===== src/sv/assert_macros.svh =====
`ifndef ASSERT_MACROS_SVH
`define ASSERT_MACROS_SVH

// Checked only out of reset.
`define BLVL_ASSERT(lbl, prop, msg) \
	lbl: assert property (@(posedge clk) disable iff (!arst_n) prop) else $error(msg);

// Checked at every edge, reset included.
`define BLVL_ASSERT_ALWAYS(lbl, prop, msg) \
	lbl: assert property (@(posedge clk) prop) else $error(msg);

`endif


===== src/sv/blvl_pkg.sv =====
package blvl_pkg;

	localparam int NUM_REGS   = 8;
	localparam int MAX_POINTS = 8;
	localparam int REG_W      = 30;
	localparam int MV_W       = 16;
	localparam int LVL_W      = 14;
	localparam int IDX_W      = $clog2(NUM_REGS);
	localparam int PROD_W     = LVL_W + MV_W;
	localparam int DIV_STEPS  = LVL_W;
	localparam int CNT_W      = $clog2(DIV_STEPS + 1);
	localparam int PC_W       = 3;
	localparam int OP_W       = 3;
	localparam int COND_W     = 3;

	localparam int LAST_PT = (MAX_POINTS < 2) ? 1 :
		((MAX_POINTS > NUM_REGS) ? NUM_REGS - 1 : MAX_POINTS - 1);
	localparam logic [IDX_W-1:0] LAST_IDX = IDX_W'(LAST_PT);

	typedef logic [REG_W-1:0] point_t;

	localparam point_t RESET_CURVE [NUM_REGS] = '{
		30'd655363000, 30'd626330352, 30'd302778820, 30'd58132382,
		30'd1750, 30'd0, 30'd0, 30'd0
	};

	// datapath operations
	localparam logic [OP_W-1:0] OP_IDLE = 3'd0;
	localparam logic [OP_W-1:0] OP_TOP  = 3'd1;
	localparam logic [OP_W-1:0] OP_WALK = 3'd2;
	localparam logic [OP_W-1:0] OP_PREP = 3'd3;
	localparam logic [OP_W-1:0] OP_MUL  = 3'd4;
	localparam logic [OP_W-1:0] OP_DIV  = 3'd5;
	localparam logic [OP_W-1:0] OP_DONE = 3'd6;

	// jump conditions
	localparam logic [COND_W-1:0] COND_NEXT   = 3'd0;
	localparam logic [COND_W-1:0] COND_WAIT   = 3'd1;
	localparam logic [COND_W-1:0] COND_GE0    = 3'd2;
	localparam logic [COND_W-1:0] COND_WALK   = 3'd3;
	localparam logic [COND_W-1:0] COND_BELOW  = 3'd4;
	localparam logic [COND_W-1:0] COND_MORE   = 3'd5;
	localparam logic [COND_W-1:0] COND_ALWAYS = 3'd6;

	// program steps
	localparam logic [PC_W-1:0] PC_IDLE = 3'd0;
	localparam logic [PC_W-1:0] PC_TOP  = 3'd1;
	localparam logic [PC_W-1:0] PC_WALK = 3'd2;
	localparam logic [PC_W-1:0] PC_PREP = 3'd3;
	localparam logic [PC_W-1:0] PC_MUL  = 3'd4;
	localparam logic [PC_W-1:0] PC_DIV  = 3'd5;
	localparam logic [PC_W-1:0] PC_DONE = 3'd6;

	typedef struct packed {
		logic [OP_W-1:0]   op;
		logic [COND_W-1:0] cond;
		logic [PC_W-1:0]   target;
	} uword_t;

	typedef struct packed {
		logic wait_in;
		logic ge0;
		logic walk;
		logic below;
		logic more;
	} dp_stat_t;

	function automatic uword_t ucode(input logic [PC_W-1:0] pc);
		uword_t w;
		w.op = OP_IDLE;
		w.cond = COND_ALWAYS;
		w.target = PC_IDLE;
		case (pc)
			PC_IDLE: begin
				w.op = OP_IDLE; w.cond = COND_WAIT; w.target = PC_IDLE;
			end
			PC_TOP: begin
				w.op = OP_TOP; w.cond = COND_GE0; w.target = PC_IDLE;
			end
			PC_WALK: begin
				w.op = OP_WALK; w.cond = COND_WALK; w.target = PC_WALK;
			end
			PC_PREP: begin
				w.op = OP_PREP; w.cond = COND_BELOW; w.target = PC_IDLE;
			end
			PC_MUL: begin
				w.op = OP_MUL; w.cond = COND_NEXT; w.target = PC_IDLE;
			end
			PC_DIV: begin
				w.op = OP_DIV; w.cond = COND_MORE; w.target = PC_DIV;
			end
			PC_DONE: begin
				w.op = OP_DONE; w.cond = COND_ALWAYS; w.target = PC_IDLE;
			end
			default: begin
				w.op = OP_IDLE; w.cond = COND_ALWAYS; w.target = PC_IDLE;
			end
		endcase
		return w;
	endfunction

endpackage


===== src/sv/blvl_regs.sv =====
module blvl_regs (
	input  logic                          clk,
	input  logic                          arst_n,
	input  logic                          wr_en,
	input  logic [blvl_pkg::IDX_W-1:0]    wr_index,
	input  logic [blvl_pkg::REG_W-1:0]    wr_data,
	output blvl_pkg::point_t              pts [blvl_pkg::NUM_REGS]
);
	import blvl_pkg::*;

	point_t pts_q [NUM_REGS];

	always_ff @(posedge clk or negedge arst_n) begin
		if (!arst_n) begin
			for (int k = 0; k < NUM_REGS; k++) pts_q[k] <= RESET_CURVE[k];
		end else if (wr_en) begin
			pts_q[wr_index] <= wr_data;
		end
	end

	assign pts = pts_q;

endmodule


===== src/sv/blvl_useq.sv =====
`include "assert_macros.svh"

module blvl_useq (
	input  logic                 clk,
	input  logic                 arst_n,
	input  blvl_pkg::dp_stat_t   stat,
	output blvl_pkg::uword_t     uw,
	output logic                 busy
);
	import blvl_pkg::*;

	logic [PC_W-1:0] pc_q;
	logic            taken;

	assign uw = ucode(pc_q);

	always_comb begin
		case (uw.cond)
			COND_NEXT:   taken = 1'b0;
			COND_WAIT:   taken = stat.wait_in;
			COND_GE0:    taken = stat.ge0;
			COND_WALK:   taken = stat.walk;
			COND_BELOW:  taken = stat.below;
			COND_MORE:   taken = stat.more;
			COND_ALWAYS: taken = 1'b1;
			default:     taken = 1'b1;
		endcase
	end

	always_ff @(posedge clk or negedge arst_n) begin
		if (!arst_n) begin
			pc_q <= PC_IDLE;
		end else begin
			pc_q <= taken ? uw.target : pc_q + 1'b1;
		end
	end

	assign busy = (pc_q != PC_IDLE);

	`BLVL_ASSERT(a_end_step, $fell(busy) |-> ($past(uw.op) == OP_TOP || $past(uw.op) == OP_PREP || $past(uw.op) == OP_DONE), "program left a non-final step for idle")
	`BLVL_ASSERT(a_div_stays, (uw.op == OP_DIV && !stat.more) |=> (uw.op == OP_DONE), "division loop did not end in the output step")

endmodule


===== src/sv/blvl_dp.sv =====
`include "assert_macros.svh"

module blvl_dp (
	input  logic                          clk,
	input  logic                          arst_n,
	input  logic                          start,
	input  logic [blvl_pkg::MV_W-1:0]     battery_mv,
	input  blvl_pkg::point_t              pts [blvl_pkg::NUM_REGS],
	input  blvl_pkg::uword_t              uw,
	output blvl_pkg::dp_stat_t            stat,
	output logic                          done,
	output logic [blvl_pkg::LVL_W-1:0]    level_pptt
);
	import blvl_pkg::*;

	logic [MV_W-1:0]   mv_q;
	logic [IDX_W-1:0]  idx_q;
	logic [MV_W-1:0]   prev_mv_q;
	logic [LVL_W-1:0]  prev_lvl_q;
	logic [LVL_W-1:0]  lo_lvl_q;
	logic [LVL_W-1:0]  diff_q;
	logic              dn_q;
	logic [MV_W-1:0]   span_q;
	logic [MV_W-1:0]   off_q;
	logic [MV_W-1:0]   rem_q;
	logic [LVL_W-1:0]  dvd_q;
	logic [CNT_W-1:0]  cnt_q;
	logic              done_q;
	logic [LVL_W-1:0]  level_q;

	point_t            cur;
	logic [MV_W-1:0]   cur_mv;
	logic [LVL_W-1:0]  cur_lvl;
	logic [PROD_W-1:0] prod;
	logic [MV_W:0]     trial;
	logic              fits;

	assign cur     = pts[idx_q];
	assign cur_mv  = cur[MV_W-1:0];
	assign cur_lvl = cur[MV_W +: LVL_W];

	assign prod  = PROD_W'(diff_q) * PROD_W'(off_q);
	assign trial = {rem_q, dvd_q[LVL_W-1]};
	assign fits  = (trial >= {1'b0, span_q});

	assign stat.wait_in = !start;
	assign stat.ge0     = (mv_q >= cur_mv);
	assign stat.below   = (mv_q < cur_mv);
	assign stat.walk    = (idx_q < LAST_IDX) && (cur_lvl != '0) && (mv_q < cur_mv);
	assign stat.more    = (cnt_q != CNT_W'(1));

	always_ff @(posedge clk or negedge arst_n) begin
		if (!arst_n) begin
			idx_q  <= '0;
			cnt_q  <= '0;
			done_q <= 1'b0;
		end else begin
			done_q <= 1'b0;
			case (uw.op)
				OP_IDLE: begin
					if (start) idx_q <= '0;
				end
				OP_TOP: begin
					if (stat.ge0) done_q <= 1'b1;
				end
				OP_WALK: begin
					if (stat.walk) idx_q <= idx_q + 1'b1;
				end
				OP_PREP: begin
					if (stat.below) done_q <= 1'b1;
				end
				OP_MUL: begin
					cnt_q <= CNT_W'(DIV_STEPS);
				end
				OP_DIV: begin
					cnt_q <= cnt_q - 1'b1;
				end
				OP_DONE: begin
					done_q <= 1'b1;
				end
				default: begin
				end
			endcase
		end
	end

	always_ff @(posedge clk) begin
		case (uw.op)
			OP_IDLE: begin
				if (start) mv_q <= battery_mv;
			end
			OP_TOP: begin
				if (stat.ge0) level_q <= cur_lvl;
			end
			OP_WALK: begin
				// remember the point just passed as the upper bracket
				if (stat.walk) begin
					prev_mv_q  <= cur_mv;
					prev_lvl_q <= cur_lvl;
				end
			end
			OP_PREP: begin
				if (stat.below) begin
					level_q <= cur_lvl;
				end else begin
					lo_lvl_q <= cur_lvl;
					dn_q     <= (cur_lvl > prev_lvl_q);
					diff_q   <= (cur_lvl > prev_lvl_q) ? cur_lvl - prev_lvl_q
						: prev_lvl_q - cur_lvl;
					span_q   <= prev_mv_q - cur_mv;
					off_q    <= mv_q - cur_mv;
				end
			end
			OP_MUL: begin
				// quotient fits in LVL_W bits, so the top bits already sit below the span
				rem_q <= prod[PROD_W-1:LVL_W];
				dvd_q <= prod[LVL_W-1:0];
			end
			OP_DIV: begin
				rem_q <= fits ? MV_W'(trial - {1'b0, span_q}) : trial[MV_W-1:0];
				dvd_q <= {dvd_q[LVL_W-2:0], fits};
			end
			OP_DONE: begin
				level_q <= dn_q ? lo_lvl_q - dvd_q : lo_lvl_q + dvd_q;
			end
			default: begin
			end
		endcase
	end

	assign done       = done_q;
	assign level_pptt = level_q;

	`BLVL_ASSERT(a_rem_below_span, (uw.op == OP_DIV) |-> (rem_q < span_q), "division remainder not below span")
	`BLVL_ASSERT(a_idx_range, (uw.op == OP_PREP) |-> (idx_q <= LAST_IDX && (stat.below || idx_q != '0)), "interpolation without an upper point")

endmodule


===== src/sv/battery_level_interpolator.sv =====
// One item at a time: the next start is taken in the cycle done is high.
// Clamped results come from the top check or the curve walk (one point per cycle); interpolated
// ones then pass through the multiply step and the 14-step restoring divider.
// Reset clears the sequencer and done and loads the alkaline curve into the point registers.
// The receiver cannot stall: done is high for a single cycle; level_pptt holds it until the next done.
`include "assert_macros.svh"

module battery_level_interpolator (
	input  logic                          clk,
	input  logic                          arst_n,
	input  logic                          start,
	output logic                          busy,
	input  logic [blvl_pkg::MV_W-1:0]     battery_mv,
	output logic                          done,
	output logic [blvl_pkg::LVL_W-1:0]    level_pptt,
	input  logic                          wr_en,
	input  logic [blvl_pkg::IDX_W-1:0]    wr_index,
	input  logic [blvl_pkg::REG_W-1:0]    wr_data
);
	import blvl_pkg::*;

	point_t   pts [NUM_REGS];
	uword_t   uw;
	dp_stat_t stat;

	blvl_regs u_regs (
		.clk      (clk),
		.arst_n   (arst_n),
		.wr_en    (wr_en),
		.wr_index (wr_index),
		.wr_data  (wr_data),
		.pts      (pts)
	);

	blvl_useq u_useq (
		.clk    (clk),
		.arst_n (arst_n),
		.stat   (stat),
		.uw     (uw),
		.busy   (busy)
	);

	blvl_dp u_dp (
		.clk        (clk),
		.arst_n     (arst_n),
		.start      (start),
		.battery_mv (battery_mv),
		.pts        (pts),
		.uw         (uw),
		.stat       (stat),
		.done       (done),
		.level_pptt (level_pptt)
	);

	`BLVL_ASSERT(a_accept_busy, (start && !busy) |=> busy, "accepted word did not start the program")
	`BLVL_ASSERT(a_done_idle, done |-> !busy, "result strobe while still busy")
	`BLVL_ASSERT_ALWAYS(a_reset_quiet, !arst_n |=> (!done && !busy), "activity during reset")

endmodule


===== config.mk =====
export PLATFORM = sky130hd
export DESIGN_NAME = battery_level_interpolator
export DESIGN_NICKNAME = d
export VERILOG_FILES = /design/src/sv/blvl_pkg.sv /design/src/sv/blvl_regs.sv /design/src/sv/blvl_useq.sv /design/src/sv/blvl_dp.sv /design/src/sv/battery_level_interpolator.sv
export VERILOG_INCLUDE_DIRS = /design/src /design/src/sv
export SDC_FILE = /design/constraint.sdc
export NUM_CORES = 1
export LEC_CHECK = 0
export ABC_AREA = 1
export BUFFER_PORTS_ARGS = -buffer_cell sky130_fd_sc_hd__buf_2
export CAP_MARGIN = 20
export CORE_ASPECT_RATIO = 1.4
export CORE_MARGIN = 3
export CORE_UTILIZATION = 45
export CTS_CLUSTER_SIZE = 10
export DETAILED_ROUTE_END_ITERATION = 8
export SYNTH_ARGS = -nofsm -noshare
export SYNTH_HDL_FRONTEND = slang
export SYNTH_HIERARCHICAL = 1
export SYNTH_SLANG_ARGS = --single-unit

===== constraint.sdc =====
create_clock -name clk -period 7.41 [get_ports clk]
set_input_delay 1.1115 -clock clk [delete_from_list [all_inputs] [get_ports clk]]
set_output_delay 1.1115 -clock clk [all_outputs]
set_load 0.005 [all_outputs]

==> impl_metrics.ini, run 1 <==
[run_status]
status = finished clean

[global_route]
grt_usage_pct = 25.64
grt.overflow.total = 0
grt_max_degree = 150
grt_pass1_vias = 24970
grt_pass1_wl_um = 141100
antenna_found_initial = 9

[routing]
drc_errors = 0
highest_layer = met5
via_per_inst = 5.204
wl_met3_um = 4061
m1WireLength_um = 34860
ant_nets = 0
routedWlPerCell_um = 18.78
drtIter0Drc = 1677
vias = 24840
routed_wl_um = 89600
drt_pass1_iterations = 5
wl_met2_um = 46740

[cells_and_area]
area_delta_synth_final_pct = 7.205
nets = 4286
fill_cells = 6713
drive_above_1_share_pct = 6.726
register_area_um2 = 10890
multiInputGateArea_um2 = 16450

[clocking]
htree_num_levels = 2
clk_latency_ns = 0.58
postCtsSetupBuffers = 0
cts_hold_buf = 0
cts_resized = 0
clockBufferDepth = 3
cts_sinks = 402
numCtsBuffers = 46
cts_tree = built
clk_pin_slew_worst_paths_ns = 0.06
root_buffer = clkbuf_16

[setup_path]
arrival_ns = 6.81
worst_path_most_repeated_cell = fa_1
cp_top_family = adder cells
cpPeakStageDelay_ns = 0.80
crit_buf_inv = 4
cp_max_fo = 16
startpoint_type = flop
critPathKind = reg2reg
slowest_stage = edfxtp_1
worstPathCellList = nand2_1 > fa_1 > fa_1 > inv_1 > fa_1 > fa_1 > fa_1 > inv_1 > fa_1 > inv_1 > ha_1 > nand2_1 > nor2_1 > inv_1 > nor3_1 > nand4_1 > nand3_1 > a21oi_1 > o21ai_0 > nand2_1
critPathRequiredTime_ns = 7.73
end_kind = flop

[placement]
io_buffers = 68
gp_congestion = 0.9342
hpwl_um = 64240

[timing]
hold_violations = 0
rsz0062_at_grt = false
post-route-period-util_pct = 87.59
fin_crit_ns = 6.490
slew_headroom_pct = 32.43
finalMaxSlewViolations = 0
finalSetupViolCount = 0
worst_pin_slew_ns = 1.012
clock_skew_ns = 0.01678
timing.fmax_mhz = 154.1
setup-tns-final_ns = 0

[floorplanning]
die_height_um = 313.7
die_area_um2 = 70810
coreArea_um2 = 66840
rows = 112
fp.dieW_um = 225.8
start_util_pct = 45.51
top_level_ports = 69

[logic_synthesis]
yosys_warnings = 6
synth_fp_nets = 4334
syn-mean-instance-area_um2 = 7.761
netlist_area_um2 = 30420
syn_inst = 3920

[min_path]
hp-class = reg2reg

[run]
max_cap_viol_count = 0
[worst paths after layout]
check | start | endpoint | depth (start not counted) | slack [ns]
setup / recovery | u_dp/diff_q[12] | u_dp/rem_q[9] | 20 | 0.92
hold / removal | u_regs/pts[235] | u_regs/pts[235] | 2 | 0.46
setup reg to reg | u_dp/diff_q[12] | u_dp/rem_q[9] | 20 | 0.92
hold reg to reg | u_regs/pts[235] | u_regs/pts[235] | 2 | 0.46
max in group asynchronous | arst_n | u_dp/idx_q[0] | 2 | 5.38
min in group asynchronous | arst_n | u_regs/pts[199] | 1 | 0.56
[cell usage in the layout (no fill, tap or decap), types with 5 or more instances in the layout]
master     instances
nor2_2             6
nand4_1           18
or2_2              7
nor3_1            16
ha_1             190
a21boi_0           5
clkbuf_1          36
nand2_2            8
xnor2_1           31
nor2_1           185
o211ai_1           8
clkbuf_16         47
o22ai_1           31
dfstp_2           57
dfrtp_1          192
fa_1             171
o21bai_1          12
o21ai_0          163
o21ai_2            5
buf_2             67
o21ai_1           27
edfxtp_1         151
nand3b_1          11
a31oi_1            6
a21oi_1          119
nor2_4             6
inv_2              5
xor2_1            62
diode_2            7
a21o_1            11
o21a_1             5
inv_1            572
nand3_1          241
nand2_1         1371
buf_4             37
[worst register-to-register path, delay by kind of cell (launching register included)]
family | cells | cell delay [ns]
AOI/OAI and AO/OA | 2 | 0.23
adders and majority gates | 7 | 3.60
buffers and inverters | 4 | 0.29
DFF | 1 | 0.80
and+or+nand+nor | 7 | 1.32
[through the flow]
stage	utilization (%)	std cells	area (um^2)	hold WS (ns)	setup WS (ns)
2_1_floorplan	-	3920	30420	0.4366	1.715
3_3_place_gp	46.74	4679	31240	0.4479	0.9497
3_5_place_dp	46.74	4679	31240	0.4518	0.9639
4_1_cts	48.77	4765	32600	0.4605	0.9347
5_1_grt	48.77	4765	32600	0.4683	0.5325
6_report	48.79	4772	32620	0.4603	0.9199
[layer usage]
metal | up-vias | track usage, %
met1 | 11930 | 30.01
met5 | - | 0
li1 | 12110 | -
met4 | 4 | 9.973
met3 | 188 | 3.232
met2 | 602 | 47.36
[final cells by class]
| cell class | instances | share of cell area, % |
|---|---|---|
| multi-input cells | 2735 | 50.44 |
| flip-flops and latches | 402 | 33.39 |
| inverters | 581 | 6.694 |
| clock buffers | 84 | 4.063 |
| well taps | 855 | 3.280 |
| repair buffers | 106 | 1.987 |
| clock inverters | 2 | 0.08823 |
| diodes | 7 | 0.05371 |
[sequential cells by signal, summed over array words and instances, names as in the netlist]
| register | flops |
|---|---|
| u_regs/pts | 240 |
| u_dp/mv_q | 16 |
| u_dp/off_q | 16 |
| u_dp/prev_mv_q | 16 |
| u_dp/rem_q | 16 |
| u_dp/span_q | 16 |
| u_dp/diff_q | 14 |
| u_dp/dvd_q | 14 |
| u_dp/level_pptt | 14 |
| u_dp/lo_lvl_q | 14 |
| u_dp/prev_lvl_q | 14 |
| u_dp/cnt_q | 4 |
| u_dp/idx_q | 3 |
| u_useq/pc_q | 3 |
| u_dp/dn_q | 1 |
| u_dp/done | 1 |
Power of run 1 is left out: the tool's default activity adds up to more than one toggle a clock period on the data nets, which glitch-free logic cannot reach.
==> inputs of run 2 (changes only) <==
--- a/config.mk
+++ b/config.mk
@@ -6,7 +6,6 @@
 export SDC_FILE = /design/constraint.sdc
 export NUM_CORES = 1
 export LEC_CHECK = 0
-export ABC_AREA = 1
 export BUFFER_PORTS_ARGS = -buffer_cell sky130_fd_sc_hd__buf_2
 export CAP_MARGIN = 20
 export CORE_ASPECT_RATIO = 1.4
==> impl_metrics.ini, run 2 <==
[floorplanning]
rows = 108
die_area_um2 = 66750
start_util_pct = 45.77
coreArea_um2 = 62570
die_height_um = 304.5
fp.dieW_um = 219.2
top_level_ports = 69

[setup_path]
crit_buf_inv = 6
cp_top_family = adder cells
crit_start = u_dp/diff_q[4]
cp_max_fo = 16
startpoint_type = flop
critPathKind = reg2reg
worstPathCellList = and2_1 > fa_1 > inv_1 > fa_1 > inv_1 > fa_1 > inv_1 > fa_1 > inv_1 > fa_1 > inv_1 > fa_1 > inv_1 > ha_1 > o21a_1 > o21ai_0 > a221oi_1 > o2111ai_1 > a21oi_1 > o41ai_1 > xnor2_1 > nand2_1 > o21ai_0
cpPeakStageDelay_ns = 0.60
critPathRequiredTime_ns = 7.69
slowest_stage = edfxtp_1
arrival_ns = 7.16
regToRegSetupSlack_ns = 0.54
end_kind = flop
timing.rr.start = u_dp/diff_q[4]

[clocking]
clockBufferDepth = 3
cts_sinks = 402
postCtsSetupBuffers = 0
cts_tree = built
cts_resized = 0
cts_hold_buf = 0
root_buffer = clkbuf_16
numCtsBuffers = 46
htree_num_levels = 2
clk_pin_slew_worst_paths_ns = 0.06
clk_latency_ns = 0.57

[logic_synthesis]
yosys_warnings = 6
netlist_area_um2 = 28640
syn_inst = 2487
syn-mean-instance-area_um2 = 11.52
synth_fp_nets = 2901

[cells_and_area]
largest_reg_flops = 240
layout_commonest_cell = inv_1
final_cell_mix = 292 x inv_1, 245 x mux2_2, 191 x dfrtp_1
area_delta_synth_final_pct = 8.908
nets = 2950
drive_above_1_share_pct = 21.74

[timing]
worst_pin_slew_ns = 1.056
fin_crit_ns = 6.874
timing.fmax_mhz = 145.5
hold_violations = 0
finalMaxSlewViolations = 0
clock_skew_ns = 0.01931
post-route-period-util_pct = 92.76
slew_headroom_pct = 29.57
setup-tns-final_ns = 0
finalSetupViolCount = 0
rsz0062_at_grt = false

[global_route]
grt_pass1_vias = 20400
grt_usage_pct = 20.81
antenna_found_initial = 3
grt.overflow.total = 0
grt_pass1_wl_um = 110600
grt_max_degree = 184

[run]
max_cap_viol_count = 0

[min_path]
hp-class = in2async

[routing]
drc_errors = 0
routed_wl_um = 67720
vias = 18600
drt_pass1_iterations = 4
drtIter0Drc = 844
routedWlPerCell_um = 19.93
ant_nets = 0
via_per_inst = 5.475

[placement]
io_buffers = 68
gp_congestion = 0.9172
hpwl_um = 49660

[run_status]
status = finished clean
==> run 2: worst reg2reg max path: stages, from the launching register on <==
cell	delay, ns
edfxtp_1	0.60
and2_1	0.28
fa_1	0.53
inv_1	0.06
fa_1	0.52
inv_1	0.05
fa_1	0.49
inv_1	0.05
fa_1	0.48
inv_1	0.06
fa_1	0.54
inv_1	0.06
fa_1	0.53
inv_1	0.04
ha_1	0.36
o21a_1	0.15
o21ai_0	0.11
a221oi_1	0.56
o2111ai_1	0.35
a21oi_1	0.35
o41ai_1	0.12
xnor2_1	0.13
nand2_1	0.08
o21ai_0	0.10
==> run 2: layout make-up <==
class,count,area [um^2]
inverters,293,1100
multi-input cells,1697,16180
diodes,1,2.502
clock inverters,3,65.06
repair buffers,96,605.6
clock buffers,80,1310
fillers,5572,31380
flip-flops and latches,402,10890
well taps,825,1032
==> run 2: path summary, 6_finish.rpt <==
check / endpoint / depth (start not counted)
min: u_regs/pts[170] / 1
min reg2reg: u_regs/pts[20] / 1
max: u_dp/rem_q[12] / 23
max reg2reg: u_dp/rem_q[12] / 23
max in group asynchronous: u_regs/pts[63] / 2
min in group clk: u_regs/pts[20] / 1
==> run 2: through the flow <==
| step | util (%) | std cells | setup WS, ns | instance area, um^2 | hold slack, ns |
|---|---|---|---|---|---|
| floorplan | - | 2487 | 0.8714 | 28640 | 0.4533 |
| CTS | 49.80 | 3395 | 0.6041 | 31160 | 0.4874 |
| finish | 49.85 | 3397 | 0.5363 | 31190 | 0.4860 |
| global route | 49.85 | 3396 | 0.1924 | 31190 | 0.4993 |
| detailed placement | 47.61 | 3312 | 0.6115 | 29780 | 0.4896 |
| global placement | 47.61 | 3312 | 0.6398 | 29780 | 0.4628 |
==> run 2: layer usage <==
| layer | global-route usage (%) | vias up | routed length, um |
|---|---|---|---|
| met2 | 38.99 | 309 | 36590 |
| met4 | 5.474 | 4 | 1603 |
| met5 | 0 | - | 21 |
| met3 | 1.933 | 101 | 2046 |
| met1 | 25.42 | 9533 | 27450 |
| li1 | - | 8650 | - |
Power of run 2 is left out for the same reason.
